==> config.mk <==
export PLATFORM = sky130hd
export DESIGN_NAME = tabular_q_value_update
export DESIGN_NICKNAME = d
export VERILOG_FILES = /design/src/rtl/tqv_pkg.sv /design/src/rtl/tabular_q_value_update.sv /design/src/rtl/tqv_front.sv /design/src/rtl/tqv_fifo.sv /design/src/rtl/tqv_back.sv
export VERILOG_INCLUDE_DIRS = /design/src /design/src/rtl
export SDC_FILE = /design/constraint.sdc
export NUM_CORES = 2
export LEC_CHECK = 0
export BUFFER_PORTS_ARGS = -buffer_cell sky130_fd_sc_hd__clkbuf_2
export CORE_AREA = 5 5 602 306
export DETAILED_ROUTE_END_ITERATION = 10
export DIE_AREA = 0 0 607 311
export GPL_TIMING_DRIVEN = 0
export HOLD_SLACK_MARGIN = 0.06
export MAX_ROUTING_LAYER = met4
export PLACE_DENSITY = 0.6
export SKIP_CTS_REPAIR_TIMING = 1
export SLEW_MARGIN = 30
export SYNTH_ARGS = -nofsm -noshare
export SYNTH_HDL_FRONTEND = slang
export SYNTH_HIERARCHICAL = 1
export SYNTH_SLANG_ARGS = --single-unit
export TNS_END_PERCENT = 100
==> constraint.sdc <==
create_clock -name clk -period 6.9 [get_ports clk]
set_clock_uncertainty 0.05 [all_clocks]
set_input_delay 0.345 -clock clk [delete_from_list [all_inputs] [get_ports clk]]
set_output_delay 0.345 -clock clk [all_outputs]
set_load 0.03 [all_outputs]
==> src/rtl/tabular_q_value_update_assert.svh <==
// Assertion macros for the Q value update RTL.
`ifndef TABULAR_Q_VALUE_UPDATE_ASSERT_SVH
`define TABULAR_Q_VALUE_UPDATE_ASSERT_SVH

// Same-cycle implication, disabled in reset.
`define TQV_ASSERT_NOW(lbl, ante, cons, msg) \
  lbl: assert property (@(posedge clk) disable iff (!rst_n) (ante) |-> (cons)) \
    else $error(msg);

// Next-cycle implication, disabled in reset.
`define TQV_ASSERT_NEXT(lbl, ante, cons, msg) \
  lbl: assert property (@(posedge clk) disable iff (!rst_n) (ante) |=> (cons)) \
    else $error(msg);

`endif

==> src/rtl/tqv_pkg.sv <==
// Types, constants and helpers for the tabular Q value update block.
`timescale 1ns / 1ps
`default_nettype none
package tqv_pkg;

  localparam int NUM_ACTIONS = 4;
  localparam int AW          = (NUM_ACTIONS > 1) ? $clog2(NUM_ACTIONS) : 1;
  localparam int TBL         = NUM_ACTIONS * NUM_ACTIONS;
  localparam int TW          = $clog2(TBL);
  localparam int KW          = $clog2(NUM_ACTIONS + 1);

  // queue depth, power of two
  localparam int QDEPTH = 2;
  localparam int QPW    = (QDEPTH > 1) ? $clog2(QDEPTH) : 1;

  // datapath widths
  localparam int VW  = 32;  // Q16.16 value
  localparam int P1W = 49;  // gamma * max
  localparam int DW  = 36;  // target - old
  localparam int P2W = 53;  // alpha * diff
  localparam int NVW = 40;  // unsaturated new value

  localparam logic signed [VW-1:0] Q_MAX = 32'sh7FFF_FFFF;
  localparam logic signed [VW-1:0] Q_MIN = 32'sh8000_0000;

  localparam logic [15:0] ALPHA_RESET = 16'd26214;
  localparam logic [15:0] GAMMA_RESET = 16'd32440;

  localparam int CFG_IW = 2;
  typedef enum logic [CFG_IW-1:0] {
    CFG_LEARNING_RATE = 2'd0,
    CFG_DISCOUNT      = 2'd1
  } cfg_index_t;

  typedef struct packed {
    logic [1:0]         action;
    logic signed [15:0] reward;
  } in_req_t;

  typedef struct packed {
    logic signed [31:0] updated_value;
    logic [1:0]         greedy_action;
    logic               saturated;
  } out_rsp_t;

  typedef struct packed {
    logic [AW-1:0]      action;
    logic signed [15:0] reward;
  } q_item_t;

  typedef struct packed {
    logic [15:0] learning_rate;
    logic [15:0] discount;
  } cfg_regs_t;

  typedef struct packed {
    logic full;
    logic empty;
  } q_status_t;

  typedef enum logic [2:0] {
    ST_IDLE,
    ST_READ,
    ST_MUL1,
    ST_DIFF,
    ST_MUL2,
    ST_WB,
    ST_FIN
  } back_state_t;

  function automatic logic [AW-1:0] clamp_action(input logic [1:0] a);
    if (int'(a) >= NUM_ACTIONS) begin
      return AW'(NUM_ACTIONS - 1);
    end
    return AW'(a);
  endfunction

  function automatic logic [TW-1:0] tbl_addr(input logic [AW-1:0] row,
                                             input logic [AW-1:0] col);
    return TW'(int'(row) * NUM_ACTIONS + int'(col));
  endfunction

endpackage
`default_nettype wire

==> src/rtl/tabular_q_value_update.sv <==
// Top level of the tabular Q value update block.
//
//   channel  dir  handshake            payload
//   in_      in   in_valid/in_stall    in_req_t  {action, reward}
//   out_     out  out_valid/out_stall  out_rsp_t {updated_value, greedy_action, saturated}
//   cfg_     in   cfg_valid/cfg_ready  cfg_index, cfg_data
//
// Steps per request, set by the single Q table port; a queued request goes
//   straight on from the result load, without passing through idle:
//   one read per entry of the next state's row, one read of the old entry,
//   a multiply, a difference, a multiply, a write-back, a result load.
// Reset: rst_n synchronous; Q table valid bits clear at once (no sweep),
//   state goes to 0, alpha 0.8 and gamma 0.99.
// Stalls: a two-entry queue parts front and back; in_stall rises only when
//   it is full. A held result waits in the output register.
`timescale 1ns / 1ps
`default_nettype none
module tabular_q_value_update
  import tqv_pkg::*;
(
  input  wire logic              clk,
  input  wire logic              rst_n,
  input  wire logic              in_valid,
  output logic                   in_stall,
  input  wire in_req_t           in_data,
  output logic                   out_valid,
  input  wire logic              out_stall,
  output out_rsp_t               out_data,
  input  wire logic              cfg_valid,
  output logic                   cfg_ready,
  input  wire logic [CFG_IW-1:0] cfg_index,
  input  wire logic [15:0]       cfg_data
);

  cfg_regs_t cfg_r;
  q_status_t q_stat;
  q_item_t   push_item;
  q_item_t   pop_item;
  logic      push;
  logic      pop;

  // config writes always taken; unknown indexes are dropped
  assign cfg_ready = 1'b1;

  always_ff @(posedge clk) begin
    if (!rst_n) begin
      cfg_r.learning_rate <= ALPHA_RESET;
      cfg_r.discount      <= GAMMA_RESET;
    end else if (cfg_valid) begin
      unique case (cfg_index)
        CFG_LEARNING_RATE: cfg_r.learning_rate <= cfg_data;
        CFG_DISCOUNT:      cfg_r.discount      <= cfg_data;
        default: ;
      endcase
    end
  end

  // front: accept and clamp the action
  tqv_front u_front (
    .clk       (clk),
    .rst_n     (rst_n),
    .in_valid  (in_valid),
    .in_stall  (in_stall),
    .in_data   (in_data),
    .push      (push),
    .push_item (push_item),
    .q_stat    (q_stat)
  );

  // queue between front and back
  tqv_fifo u_fifo (
    .clk       (clk),
    .rst_n     (rst_n),
    .push      (push),
    .push_item (push_item),
    .pop       (pop),
    .pop_item  (pop_item),
    .q_stat    (q_stat)
  );

  // back: table scan, update math, result register
  tqv_back u_back (
    .clk       (clk),
    .rst_n     (rst_n),
    .cfg       (cfg_r),
    .q_stat    (q_stat),
    .pop_item  (pop_item),
    .pop       (pop),
    .out_valid (out_valid),
    .out_stall (out_stall),
    .out_data  (out_data)
  );

endmodule
`default_nettype wire

==> src/rtl/tqv_front.sv <==
// Front end: accepts requests, clamps the action and pushes into the queue.
`timescale 1ns / 1ps
`default_nettype none
module tqv_front
  import tqv_pkg::*;
(
  input  wire logic      clk,
  input  wire logic      rst_n,
  input  wire logic      in_valid,
  output logic           in_stall,
  input  wire in_req_t   in_data,
  output logic           push,
  output q_item_t        push_item,
  input  wire q_status_t q_stat
);

  logic unused_clk;
  assign unused_clk = clk ^ rst_n;

  assign in_stall         = q_stat.full;
  assign push             = in_valid && !q_stat.full;
  assign push_item.action = clamp_action(in_data.action);
  assign push_item.reward = in_data.reward;

endmodule
`default_nettype wire

==> src/rtl/tqv_fifo.sv <==
// Short queue between front and back end.
`timescale 1ns / 1ps
`default_nettype none
module tqv_fifo
  import tqv_pkg::*;
(
  input  wire logic    clk,
  input  wire logic    rst_n,
  input  wire logic    push,
  input  wire q_item_t push_item,
  input  wire logic    pop,
  output q_item_t      pop_item,
  output q_status_t    q_stat
);

  q_item_t        ent_r [QDEPTH];
  logic [QPW-1:0] wr_ptr_r;
  logic [QPW-1:0] rd_ptr_r;
  logic [QPW:0]   count_r;

  assign pop_item     = ent_r[rd_ptr_r];
  assign q_stat.full  = (count_r == (QPW+1)'(QDEPTH));
  assign q_stat.empty = (count_r == '0);

  always_ff @(posedge clk) begin
    if (!rst_n) begin
      wr_ptr_r <= '0;
      rd_ptr_r <= '0;
      count_r  <= '0;
    end else begin
      if (push) begin
        wr_ptr_r <= wr_ptr_r + 1'b1;
      end
      if (pop) begin
        rd_ptr_r <= rd_ptr_r + 1'b1;
      end
      if (push && !pop) begin
        count_r <= count_r + 1'b1;
      end else if (pop && !push) begin
        count_r <= count_r - 1'b1;
      end
    end
  end

  always_ff @(posedge clk) begin
    if (push) begin
      ent_r[wr_ptr_r] <= push_item;
    end
  end

endmodule
`default_nettype wire

==> src/rtl/tqv_back.sv <==
// Back end: Q table memory, row scan, update arithmetic and result register.
`timescale 1ns / 1ps
`default_nettype none
`include "tabular_q_value_update_assert.svh"
module tqv_back
  import tqv_pkg::*;
(
  input  wire logic      clk,
  input  wire logic      rst_n,
  input  wire cfg_regs_t cfg,
  input  wire q_status_t q_stat,
  input  wire q_item_t   pop_item,
  output logic           pop,
  output logic           out_valid,
  input  wire logic      out_stall,
  output out_rsp_t       out_data
);

  back_state_t state_r, state_nxt;

  // Q table with per-entry valid bits; invalid entries read as zero
  logic signed [VW-1:0] mem [TBL];
  logic [TBL-1:0]       vld_r;
  logic signed [VW-1:0] rd_r;

  logic [KW-1:0]        k_r;
  logic [AW-1:0]        cur_s_r;
  logic [AW-1:0]        act_r;
  logic signed [15:0]   rew_r;
  logic signed [VW-1:0] mx_r;
  logic signed [VW-1:0] diag_r;
  logic signed [VW-1:0] bx_v_r;
  logic [AW-1:0]        bx_i_r;
  logic                 bx_ok_r;
  logic signed [VW-1:0] old_r;
  logic signed [P1W-1:0] prod1_r;
  logic signed [DW-1:0]  diff_r;
  logic signed [P2W-1:0] prod2_r;
  logic signed [VW-1:0] stored_r;
  logic                 sat_r;
  logic                 out_valid_r;
  out_rsp_t             out_data_r;

  logic                 rd_en;
  logic [TW-1:0]        rd_addr;
  logic                 we;
  logic [TW-1:0]        wr_addr;
  logic                 out_load;
  logic                 out_free;

  logic [KW-1:0]         k_dec;
  logic [AW-1:0]         rd_col;
  logic signed [P1W-1:0] rnd1;
  logic signed [P2W-1:0] rnd2;
  logic signed [NVW-1:0] nv;
  logic signed [VW-1:0]  stored_nxt;
  logic                  sat_nxt;
  logic signed [VW-1:0]  va;
  logic                  take_a;
  logic [AW-1:0]         g_idx;

  assign out_free  = !out_valid_r || !out_stall;
  assign wr_addr   = tbl_addr(cur_s_r, act_r);
  assign out_valid = out_valid_r;
  assign out_data  = out_data_r;

  // sequencer
  always_comb begin
    state_nxt = state_r;
    pop       = 1'b0;
    rd_en     = 1'b0;
    rd_addr   = '0;
    we        = 1'b0;
    out_load  = 1'b0;
    unique case (state_r)
      ST_IDLE: begin
        if (!q_stat.empty) begin
          pop       = 1'b1;
          state_nxt = ST_READ;
        end
      end
      ST_READ: begin
        rd_en = 1'b1;
        if (k_r < KW'(NUM_ACTIONS)) begin
          rd_addr = tbl_addr(act_r, k_r[AW-1:0]);
        end else begin
          rd_addr   = tbl_addr(cur_s_r, act_r);
          state_nxt = ST_MUL1;
        end
      end
      ST_MUL1: state_nxt = ST_DIFF;
      ST_DIFF: state_nxt = ST_MUL2;
      ST_MUL2: state_nxt = ST_WB;
      ST_WB: begin
        we        = 1'b1;
        state_nxt = ST_FIN;
      end
      ST_FIN: begin
        if (out_free) begin
          out_load = 1'b1;
          if (!q_stat.empty) begin
            pop       = 1'b1;
            state_nxt = ST_READ;
          end else begin
            state_nxt = ST_IDLE;
          end
        end
      end
      default: state_nxt = ST_IDLE;
    endcase
  end

  // arithmetic; rounding is floor((p + 2^14) / 2^15)
  always_comb begin
    k_dec      = k_r - 1'b1;
    rd_col     = k_dec[AW-1:0];
    rnd1       = (prod1_r + P1W'(16384)) >>> 15;
    rnd2       = (prod2_r + P2W'(16384)) >>> 15;
    nv         = NVW'(old_r) + NVW'(rnd2);
    sat_nxt    = 1'b0;
    stored_nxt = nv[VW-1:0];
    if (nv > NVW'(Q_MAX)) begin
      stored_nxt = Q_MAX;
      sat_nxt    = 1'b1;
    end else if (nv < NVW'(Q_MIN)) begin
      stored_nxt = Q_MIN;
      sat_nxt    = 1'b1;
    end
    // column of the action after the write, against best of the others
    va     = (cur_s_r == act_r) ? stored_r : diag_r;
    take_a = !bx_ok_r || (va > bx_v_r) || ((va == bx_v_r) && (act_r < bx_i_r));
    g_idx  = take_a ? act_r : bx_i_r;
  end

  always_ff @(posedge clk) begin
    if (!rst_n) begin
      state_r <= ST_IDLE;
    end else begin
      state_r <= state_nxt;
    end
  end

  always_ff @(posedge clk) begin
    if (!rst_n) begin
      k_r         <= '0;
      cur_s_r     <= '0;
      vld_r       <= '0;
      out_valid_r <= 1'b0;
    end else begin
      if (pop) begin
        k_r <= '0;
      end else if (state_r == ST_READ) begin
        k_r <= k_r + 1'b1;
      end
      if (we) begin
        vld_r[wr_addr] <= 1'b1;
      end
      if (out_load) begin
        cur_s_r     <= act_r;
        out_valid_r <= 1'b1;
      end else if (!out_stall) begin
        out_valid_r <= 1'b0;
      end
    end
  end

  // memory port
  always_ff @(posedge clk) begin
    if (we) begin
      mem[wr_addr] <= stored_nxt;
    end
    if (rd_en) begin
      rd_r <= vld_r[rd_addr] ? mem[rd_addr] : '0;
    end
  end

  // payload
  always_ff @(posedge clk) begin
    if (pop) begin
      act_r   <= pop_item.action;
      rew_r   <= pop_item.reward;
      bx_ok_r <= 1'b0;
    end
    if (state_r == ST_READ && k_r != '0) begin
      if (rd_col == '0 || rd_r > mx_r) begin
        mx_r <= rd_r;
      end
      if (rd_col == act_r) begin
        diag_r <= rd_r;
      end else if (!bx_ok_r || rd_r > bx_v_r) begin
        bx_v_r  <= rd_r;
        bx_i_r  <= rd_col;
        bx_ok_r <= 1'b1;
      end
    end
    if (state_r == ST_MUL1) begin
      old_r   <= rd_r;
      prod1_r <= P1W'($signed({1'b0, cfg.discount})) * P1W'(mx_r);
    end
    if (state_r == ST_DIFF) begin
      diff_r <= DW'($signed({rew_r, 8'h00})) + DW'(rnd1) - DW'(old_r);
    end
    if (state_r == ST_MUL2) begin
      prod2_r <= P2W'($signed({1'b0, cfg.learning_rate})) * P2W'(diff_r);
    end
    if (state_r == ST_WB) begin
      stored_r <= stored_nxt;
      sat_r    <= sat_nxt;
    end
    if (out_load) begin
      out_data_r.updated_value <= stored_r;
      out_data_r.greedy_action <= 2'(g_idx);
      out_data_r.saturated     <= sat_r;
    end
  end

  `TQV_ASSERT_NOW(a_read_after_pop, state_r == ST_READ && k_r == '0, $past(pop), "scan without pop")
  `TQV_ASSERT_NOW(a_scan_len, state_r == ST_MUL1, $past(k_r) == KW'(NUM_ACTIONS), "short scan")
  `TQV_ASSERT_NEXT(a_wb_marks, state_r == ST_WB, state_r == ST_FIN && vld_r[wr_addr], "lost write")
  `TQV_ASSERT_NOW(a_out_from_fin, $rose(out_valid_r), $past(state_r) == ST_FIN, "stray result")

endmodule
`default_nettype wire
==> out/qor.txt <==
Die H: 311 um
Global-route wire length before repair: 386000 um
Top-Level Pins: 79
Num rows: 110
Worst path arrival time: 7.78 ns
Worst relative slew slack: 0.261
Final WL: 269000 um
Pre-Repair DR Iteration Count: 6
Max incr delay on CP: 0.59 ns
RePlAce Congestion: 1.01
Die width: 607 um
Tcrit/Tclk final: 1.08
Global route overflow: 0
Routed Antenna Nets: 0
CP startpoint kind: flip-flop
CTS tree: done
Final setup margin: -0.518 ns
IO Port Bufs: 59
Ys flop type: edfxtp_1
CTS buffer count: 80
DRC viols: 0
Synthesized Nets: 8821
Max-capacitance violation count: 0
Via density: 5.60
Final net count: 9206
Startpoint of the worst hold path: cfg_valid
Mapped Area: 79800 um^2
# H-tree levels: 3
Clock Pin Slew Worst Setup and Hold Paths: 0.07 ns
Mux cell area share after synthesis: 0.0115
Syn Inst Count: 7301
Vias in the first global route: 55.5k
Synth Area in Compound Gates: 0.0793
Mean Syn Cell Area: 10.9 um^2
Non-Filler Instances: 10.2k
Clk root buf: clkbuf_16
Failing checks: negative setup slack
Slowest cell on the critical path: fa_1
WHS Path Cells: 3
Post-synth EDFFs: 906
Origin of the worst setup path: u_back/diff_r[5]
Layout area overhead: 13.3%
Critical Path RT: 7.27 ns
Worst Reg-to-Reg Cells: 24
Drt initial violations: 6876
GRT Total Usage: 0.288
Fin. max-slew vios: 0
Detail Placement HPWL: 216000 um
WS Path Type: flip-flop to flip-flop
Post-Synth Adder-Cell Area: 0.331
Fraction of registers with async set or reset after synthesis: 0
Post-synthesis sequential area ratio: 0.357
RSZ-0062 raised after global routing: yes
Final-report setup violation count: 15
Hold Path Sink: cfg_r[29]
Detailed-route via count: 57.0k
Synth unique cells: 100
Synth Area in XOR/XNOR: 0.0237
Worst-Margin Slew: 1.11 ns
Crit-path cells: buf_4 -> and2_1 -> fa_1 -> inv_1 -> fa_1 -> inv_1 -> fa_1 -> fa_1 -> fa_1 -> fa_1 -> ha_4 -> a21oi_4 -> o211ai_1 -> a311oi_2 -> buf_6 -> a211oi_4 -> buf_12 -> o21ai_4 -> a21oi_4 -> o31ai_4 -> buf_6 -> a21oi_4 -> mux2i_1 -> nand4_1
Most used cell, CP: fa_1
Starting Density: 0.447
Max FO, Critical Path: 5
Simple-gate area share of the yosys netlist: 0.117
Share of cells above drive strength 1: 0.111
Crit end category: flip-flop
Final Hold Viols: 0
Sink Count: 969
Reg2reg setup slack: -0.52 ns
Pin count of the biggest net entering global routing: 36
Final core utilization: 0.507
Antenna violations before repair: 19
Synth warn: 6
Outcome: finished with violations
DIE AREA: 189000 um^2
CTS max path bufs: 3
Std-Cell Core Area: 179000 um^2
Yosys reg bits: 969
Reg2reg start: u_back/diff_r[5]
Combinational family with the most area after synthesis: adder cells
F_max: 135 MHz
Period minus WS final: 7.42 ns
Clock Latency Late Sink: 0.68 ns
Reg-to-Reg End: u_back/prod2_r[52]
WL/cell: 26.4 um
DP Cell Count: 9840
Type of the most critical hold path: primary input to flip-flop
Highest-count cells in the layout ignoring fill and taps: inv_1, nand2_1, fa_1
Most common cell after layout, fill and taps aside: inv_1
## state kept, by name, indices dropped and copies added, names as in the netlist, 2 cells and up, named ones only
register / cells
cfg_r: 32
u_back/out_data: 35
u_back/rew_r: 16
u_back/mem: 512
u_back/stored_r: 32
u_back/act_r: 2
u_back/state_r: 3
u_back/cur_s_r: 2
u_back/prod1_r: 35
u_back/bx_i_r: 2
u_back/k_r: 3
u_back/old_r: 32
u_back/diag_r: 32
u_back/rd_r: 32
u_back/vld_r: 16
u_back/mx_r: 32
u_back/prod2_r: 39
u_fifo/count_r: 2
u_back/diff_r: 36
u_fifo/ent_r: 36
u_back/bx_v_r: 32
## cell type report
cell class | count | area, um^2
clock inverter | 48 | 579
sequential | 969 | 28500
buffer | 330 | 2180
clock buffer | 95 | 2060
antenna | 11 | 27.5
multi-input combinational | 4663 | 45900
tap | 2408 | 3010
inverter | 1337 | 5020
fill | 16000 | 88100
timing repair buffer | 305 | 3100
## cells in the mapped netlist (all sizes together) (73+ instances only)
library cell	n	area (um^2)
a21o	91	684
nand2	1090	4090
clkbuf	277	1040
and2	412	2580
ha	421	5270
xnor2	149	1310
o22ai	133	832
edfxtp	906	27200
o21ai	108	616
a21oi	209	1060
a31oi	73	472
nor2	126	475
fa	1058	21200
inv	1336	5010
a211oi	82	621
## how the worst max path moves through the flow
stage / slack, ns / to / cells past startpoint
final: -0.52 / u_back/prod2_r[52] / 24
after global routing: -0.69 / u_back/prod2_r[52] / 26
after CTS: -2.71 / u_back/prod2_r[47] / 24
after detailed placement: -2.68 / u_back/prod2_r[47] / 24
after global placement: -3.96 / u_back/prod2_r[47] / 23
after floorplan: 0.15 / u_back/prod2_r[47] / 23
## critical path, delay by kind of cell, from the launching register on
kind | cells | cell delay [ns]
fa+ha+maj | 7 | 3.40
flops | 1 | 0.51
mux | 1 | 0.17
simple gates | 2 | 0.30
buf+inv | 6 | 0.86
compound gates | 8 | 1.86
## routing by layer
metal / track usage / vias up / share of wire
li1: - / 24500 / -
met1: 0.458 / 28900 / 0.47
met2: 0.334 / 3263 / 0.36
met3: 0.126 / 221 / 0.16
met4: 0.0398 / 0 / 0.014
met5: - / - / 0
## kinds of logic (layout without fill, tap and decap cells)
family,after synthesis,after routing
XOR/XNOR,215,215
AO/OA/AOI/OAI,924,924
AND/OR/NAND/NOR,1959,1959
multiplexers,85,85
buffers and inverters,1669,2115
other,1,12
flip-flops,969,969
adder cells (fa/ha/maj),1479,1479
## metrics by stage
stage	area (um^2)	setup slack, ns	hold WS, ns	setup TNS, ns
3_5_place_dp	84700	-2.68	0.401	-92.33
2_1_floorplan	79800	0.150	0.350	0
4_1_cts	87300	-2.71	-0.228	-94.92
6_report	90400	-0.518	0.135	-4.51
3_3_place_gp	83200	-3.96	0.391	-241.83
5_1_grt	90400	-0.690	0.117	-7.17
Power is left out: the tool's default activity adds up to more than one toggle a clock period on the data nets, which glitch-free logic cannot reach.
